File: config.mk
export PLATFORM = sky130hd
export DESIGN_NAME = dvhf_ctrl
export DESIGN_NICKNAME = d
export VERILOG_FILES = /design/src/hdl/depth_view_warp_hole_fill_macros.svh /design/src/hdl/dvhf_pkg.sv /design/src/hdl/dvhf_ctrl.sv
export SDC_FILE = /design/constraint.sdc
export NUM_CORES = 1
export LEC_CHECK = 0
export BUFFER_PORTS_ARGS = -buffer_cell sky130_fd_sc_hd__buf_2
export CAP_MARGIN = 10
export CORE_MARGIN = 10
export CORE_UTILIZATION = 30
export CTS_CLUSTER_SIZE = 40
export DETAILED_ROUTE_END_ITERATION = 16
export HOLD_SLACK_MARGIN = 0.02
export PLACE_DENSITY = 0.61
export SLEW_MARGIN = 0
export SYNTH_ARGS = -nofsm -noshare
export SYNTH_HDL_FRONTEND = slang
export SYNTH_SLANG_ARGS = --single-unit
File: constraint.sdc
create_clock -name clk -period 2.91 [get_ports clk]
set_input_delay 0.1455 -clock clk [delete_from_list [all_inputs] [get_ports clk]]
set_output_delay 0.1455 -clock clk [all_outputs]
set_load 0.01 [all_outputs]
File: src/hdl/depth_view_warp_hole_fill_macros.svh
// ----------------------------------------------------------------------------
// Assertion macros for the depth view warp block
// Clocked on clk; the first form is disabled while rst is high.
// ----------------------------------------------------------------------------
`ifndef DEPTH_VIEW_WARP_HOLE_FILL_MACROS_SVH
`define DEPTH_VIEW_WARP_HOLE_FILL_MACROS_SVH
`ifndef ASSERT_OFF
`define DVHF_ASSERT(lbl, prop, msg) \
  lbl: assert property (@(posedge clk) disable iff (rst) prop) else $error(msg);
`define DVHF_ASSERT_NR(lbl, prop, msg) \
  lbl: assert property (@(posedge clk) prop) else $error(msg);
`else
`define DVHF_ASSERT(lbl, prop, msg)
`define DVHF_ASSERT_NR(lbl, prop, msg)
`endif
`endif

File: src/hdl/dvhf_pkg.sv
`timescale 1ns / 1ps
// ----------------------------------------------------------------------------
// dvhf_pkg
// Widths, register codes and controller/datapath interface types.
// ----------------------------------------------------------------------------
package dvhf_pkg;

  localparam int MAX_WIDTH  = 2048;
  localparam int ADDR_W     = $clog2(MAX_WIDTH);
  localparam int COL_W      = ADDR_W + 1;
  localparam int MEM_AW     = ADDR_W + 1;
  localparam int COLOR_W    = 24;
  localparam int DEPTH_W    = 16;
  localparam int IW_W       = 12;
  localparam int GAIN_W     = 24;
  localparam int FRAC_W     = 16;
  localparam int CFG_DATA_W = 24;
  localparam int CFG_IDX_W  = 2;
  localparam int PROD_W     = DEPTH_W + 1 + GAIN_W;
  localparam int TP_W       = PROD_W - FRAC_W + 1;
  localparam int SH_W       = COL_W + 1;
  localparam int NUM_W      = 2 * COL_W + 3;
  localparam int LIM_W      = 2 * COL_W;
  localparam int CNT_W      = $clog2(COL_W + 1);
  localparam int CMP_W      = (IW_W > COL_W) ? IW_W : COL_W;

  localparam logic [IW_W-1:0]    RESET_WIDTH = IW_W'(640);
  localparam logic [DEPTH_W-1:0] DEPTH_MAX   = '1;

  localparam logic [CFG_IDX_W-1:0] REG_IMAGE_WIDTH  = CFG_IDX_W'(0);
  localparam logic [CFG_IDX_W-1:0] REG_DEPTH_OFFSET = CFG_IDX_W'(1);
  localparam logic [CFG_IDX_W-1:0] REG_WIGGLE_GAIN  = CFG_IDX_W'(2);

  typedef struct packed {
    logic accept;
    logic p2_rd;
    logic commit;
    logic rd_x;
    logic take_prev;
    logic run_start;
    logic rd_e;
    logic take_next;
    logic e_inc;
    logic mul_num;
    logic mul_lim;
    logic div_start;
    logic rd_src;
    logic wr_zero;
    logic wr_src;
    logic next_pix;
    logic x_to_e;
    logic finish;
  } dvhf_cmd_t;

  typedef struct packed {
    logic out_free;
    logic in_func;
    logic row_end;
    logic x_ge_n;
    logic e_ge_n;
    logic rd_valid;
    logic num_ok;
    logic div_busy;
    logic pix_last;
    logic clr_busy;
  } dvhf_sts_t;

  function automatic logic [COL_W-1:0] eff_width(logic [IW_W-1:0] w);
    logic [CMP_W-1:0] wx;
    wx = CMP_W'(w);
    if (wx == '0) return COL_W'(1);
    if (wx > CMP_W'(MAX_WIDTH)) return COL_W'(MAX_WIDTH);
    return COL_W'(wx);
  endfunction

endpackage

File: src/hdl/dvhf_ctrl.sv
`timescale 1ns / 1ps
// ----------------------------------------------------------------------------
// dvhf_ctrl
// Sequencer: pixel warp steps, row-end hole fill scan, clearing waits.
// ----------------------------------------------------------------------------
module dvhf_ctrl import dvhf_pkg::*; (
  input  logic      clk,
  input  logic      rst,
  input  logic      in_valid,
  output logic      in_ready,
  input  dvhf_sts_t sts,
  output dvhf_cmd_t cmd
);

  localparam logic [4:0] S_CLR  = 5'd0;
  localparam logic [4:0] S_IDLE = 5'd1;
  localparam logic [4:0] S_P1   = 5'd2;
  localparam logic [4:0] S_P2   = 5'd3;
  localparam logic [4:0] S_P3   = 5'd4;
  localparam logic [4:0] S_RDX  = 5'd5;
  localparam logic [4:0] S_CHKX = 5'd6;
  localparam logic [4:0] S_RDE  = 5'd7;
  localparam logic [4:0] S_CHKE = 5'd8;
  localparam logic [4:0] S_MUL  = 5'd9;
  localparam logic [4:0] S_LIM  = 5'd10;
  localparam logic [4:0] S_PIX  = 5'd11;
  localparam logic [4:0] S_DIV  = 5'd12;
  localparam logic [4:0] S_SRC  = 5'd13;
  localparam logic [4:0] S_NEXT = 5'd14;
  localparam logic [4:0] S_DONE = 5'd15;

  logic [4:0] state, state_next;

  assign in_ready = (state == S_IDLE) && sts.out_free;

  always_ff @(posedge clk) begin
    if (rst) state <= S_CLR;
    else     state <= state_next;
  end

  always_comb begin
    cmd        = '0;
    state_next = state;
    unique case (state)
      S_CLR:  if (!sts.clr_busy) state_next = S_IDLE;
      S_IDLE: begin
        if (in_valid && in_ready) begin
          cmd.accept = 1'b1;
          state_next = S_P1;
        end
      end
      S_P1:   state_next = sts.in_func ? S_IDLE : S_P2;
      S_P2: begin
        cmd.p2_rd  = 1'b1;
        state_next = S_P3;
      end
      S_P3: begin
        cmd.commit = 1'b1;
        state_next = sts.row_end ? S_RDX : S_IDLE;
      end
      S_RDX: begin
        if (sts.x_ge_n) begin
          state_next = S_DONE;
        end else begin
          cmd.rd_x   = 1'b1;
          state_next = S_CHKX;
        end
      end
      S_CHKX: begin
        if (sts.rd_valid) begin
          cmd.take_prev = 1'b1;
          state_next    = S_RDX;
        end else begin
          cmd.run_start = 1'b1;
          state_next    = S_RDE;
        end
      end
      S_RDE: begin
        if (sts.e_ge_n) begin
          state_next = S_MUL;
        end else begin
          cmd.rd_e   = 1'b1;
          state_next = S_CHKE;
        end
      end
      S_CHKE: begin
        if (sts.rd_valid) begin
          cmd.take_next = 1'b1;
          state_next    = S_MUL;
        end else begin
          cmd.e_inc  = 1'b1;
          state_next = S_RDE;
        end
      end
      S_MUL: begin
        cmd.mul_num = 1'b1;
        state_next  = S_LIM;
      end
      S_LIM: begin
        cmd.mul_lim = 1'b1;
        state_next  = S_PIX;
      end
      S_PIX: begin
        if (sts.num_ok) begin
          cmd.div_start = 1'b1;
          state_next    = S_DIV;
        end else begin
          cmd.wr_zero = 1'b1;
          state_next  = S_NEXT;
        end
      end
      S_DIV: begin
        if (!sts.div_busy) begin
          cmd.rd_src = 1'b1;
          state_next = S_SRC;
        end
      end
      S_SRC: begin
        cmd.wr_src = 1'b1;
        state_next = S_NEXT;
      end
      S_NEXT: begin
        if (sts.pix_last) begin
          cmd.x_to_e = 1'b1;
          state_next = S_RDX;
        end else begin
          cmd.next_pix = 1'b1;
          state_next   = S_PIX;
        end
      end
      S_DONE: begin
        if (!sts.clr_busy) begin
          cmd.finish = 1'b1;
          state_next = S_IDLE;
        end
      end
      default: state_next = S_CLR;
    endcase
  end

endmodule

==> results_dict.tcl <==
set metrics [dict create \
    run_status "finished clean" \
    max_freq_mhz 519 \
    slowest_delay_ns 0.66 \
    grt-ovfl-total 0 \
    firstDrtPassIters 4 \
    syn_to_final_growth_pct 26.2 \
    dpl_cell_area_sq_um 726 \
    fin_crit_ns 1.93 \
    postCtsSetupBuffers 0 \
    die_w_um 64.5 \
    synth_seq_area_share 0.135 \
    final_antenna_net_count 0 \
    clock_latency_ns 0.24 \
    powerDensity_nw_per_um2 377 \
    setup_violations 0 \
    hold_ws_ns 0.181 \
    die_y_um 64.5 \
    timing.final.hold_violations 0 \
    hp-class "in -> reg" \
    drive_above_1_share 0.351 \
    viasPerCell 5.49 \
    finalCritPeriodShare 0.662 \
    first_iter_violations 43 \
    slowest_stage "dfxtp_1" \
    ctsLongestPathBuffers 2 \
    rsz0062_at_grt "false" \
    nFillCells 225 \
    drv_cap 0 \
    worstMarginPinSlew_ns 0.555 \
    start_util 0.309 \
    finalNetCount 126 \
    netlist.area_leader.share 0.135 \
    relSlewSlack 0.629 \
    finish.instance_area_sq_um 748 \
    fin_cells 138 \
    clock_sinks 4 \
    h-tree-depth 1 \
    grt_pass1_vias 783 \
    yosysTopAreaCell "dfxtp_1" \
    synth_warnings 0 \
    crit_required_ns 2.76 \
    portBuffers 31 \
    clk_pin_slew_worst_paths_ns 0.04 \
    num_vias 758 \
    grt.total_usage 0.100 \
    synth.distinct_cells 36 \
    p_leak_nw 0.336 \
    wl_per_cell_um 15.1 \
    start_kind "register" \
    cts_resized 0 \
    synthCells 84 \
    slew_viol_final 0 \
    post-place-ws_ns 1.26 \
    postSynthNetCount 97 \
    vdd_ir_drop_max_uv 132 \
    wirelength_mm 2.09 \
    post_synth_instance_area_sq_um 593 \
    setup_ws_ns 0.984 \
    grt_max_degree 19 \
    place_inst 135 \
    cts_tree "yes" \
    grt_pass1_wl_mm 3.54 \
    path_class "reg -> out" \
    netlist_top_cells_area "dfxtp_1 (14%), nor3_1 (9.3%), nor2_1 (5.7%), buf_6 (5.7%), nor2b_1 (4.2%)" \
    synth.avg_cell_area_sq_um 7.06 \
    diodes 0 \
    worstPathArrival_ns 1.78 \
    top_regs "state: 4 flops" \
    tns_ns 0 \
    crit_fanout 18 \
    path_cells "nand2_1 -> nor4b_1 -> buf_2" \
    ys_ff_latch 4 \
    fp.coreArea_sq_um 1920 \
    dpl.hpwl_mm 1.59 \
    cts_root_buf "clkbuf_4" \
    largest_reg_flops 4 \
    largest-register "state" \
    end_kind "primary output" \
    die_area_sq_um 4160 \
    power_mw 0.282 \
    cts_inserted_buffers 3 \
    num_io_pins 32 \
    antenna_found_initial 0 \
    drc 0 \
    fin_skew_ns 0.00289 \
    gp_congestion 0.894 \
    postCtsHoldBufs 0 \
    rows 16 \
    fin_util 0.389 \
]
## cells by family (layout without fill, tap and decap cells)
group                  Yosys count  count (layout)  synth area share
multiplexers                     1               1            0.0253
AO/OA/AOI/OAI                   23              23             0.304
buffers and inverters           12              39             0.127
flip-flops                       4               4             0.135
AND/OR/NAND/NOR                 44              44             0.409
## per-layer routing
metal / track usage / share of wire / wire length (um) / up-vias
met4: 0.0535 / 0.023 / 47 / 0
met5: 0 / 0 / 0 / -
met3: 0.0378 / 0.11 / 226 / 7
met2: 0.137 / 0.39 / 818 / 46
li1: - / - / - / 374
met1: 0.132 / 0.48 / 994 / 331
## final cells by class
type	count	area, sq um	share of cell area
sequential	4	80.1	0.107
clock buffer	3	22.5	0.0301
tap	27	33.8	0.0452
multi-input combinational	68	438	0.585
timing repair buffer	31	155	0.207
inverter	5	18.8	0.0251
## layout by cell type (no fill, tap or decap)
master | Yosys | final
o31ai_2 | 1 | 1
dfxtp_1 | 4 | 4
o21a_1 | 1 | 1
nor3b_1 | 2 | 2
a2bb2oi_1 | 1 | 1
nor4_1 | 2 | 2
o21ai_1 | 1 | 1
nor4b_1 | 1 | 1
and3_1 | 3 | 3
nand3_1 | 1 | 1
and4_1 | 1 | 1
mux2_4 | 1 | 1
o311ai_1 | 1 | 1
a22oi_2 | 1 | 1
o211ai_1 | 3 | 3
nand2_1 | 4 | 4
a21oi_1 | 4 | 4
nand3b_1 | 2 | 2
o21ai_0 | 3 | 3
o221ai_1 | 1 | 1
buf_2 | 3 | 31
nor3_1 | 11 | 11
or3b_1 | 1 | 1
o31ai_1 | 1 | 1
and2_4 | 1 | 1
nand2b_1 | 2 | 2
o211a_1 | 1 | 1
a311oi_2 | 1 | 1
a22o_1 | 1 | 1
inv_1 | 5 | 5
nor2b_1 | 4 | 4
nor2_1 | 9 | 9
o32ai_1 | 1 | 1
clkbuf_4 | 0 | 3
o311ai_0 | 1 | 1
## worst max-delay path, delay by kind of cell, from the launching register on
kind	cells	cell delay, ns
buf+inv	1	0.19
flops	1	0.66
simple gates	2	0.69
## synthesized netlist by cell type
master / n
dfxtp_1: 4
mux2_4: 1
inv_1: 5
nor4_1: 2
o21ai_1: 1
a22o_1: 1
a21oi_1: 4
nand3b_1: 2
a311oi_2: 1
o311ai_0: 1
buf_4: 1
and3_1: 3
o31ai_2: 1
o221ai_1: 1
nor4b_1: 1
o21a_1: 1
and4_1: 1
nor3_1: 11
o21ai_0: 3
nand2_1: 4
nand3_1: 1
o31ai_1: 1
nand2b_1: 2
or3b_1: 1
o32ai_1: 1
o211a_1: 1
buf_6: 3
a2bb2oi_1: 1
and2_4: 1
buf_2: 3
nor2_1: 9
nor2b_1: 4
o311ai_1: 1
a22oi_2: 1
o211ai_1: 3
nor3b_1: 2
## power breakdown
| part | total [mW] | internal, mW | switching (mW) |
|---|---|---|---|
| clock network | 0.0732 | 0.0464 | 0.0268 |
| registers | 0.0907 | 0.0621 | 0.0287 |
| logic | 0.118 | 0.0550 | 0.0629 |
## path summary, 6_finish.rpt
| kind | slack, ns | depth (start not counted) | startpoint | endpoint |
|---|---|---|---|---|
| hold / removal | 0.18 | 2 | rst | state[3]$_SDFFE_PP0P_ |
| setup reg to reg | 1.23 | 4 | state[2]$_SDFFE_PP0P_ | state[1]$_SDFFE_PP0P_ |
| hold reg to reg | 0.75 | 2 | state[3]$_SDFFE_PP0P_ | state[3]$_SDFFE_PP0P_ |
| setup / recovery | 0.98 | 3 | state[2]$_SDFFE_PP0P_ | cmd[13] |
(Power assumes the default switching activity.)
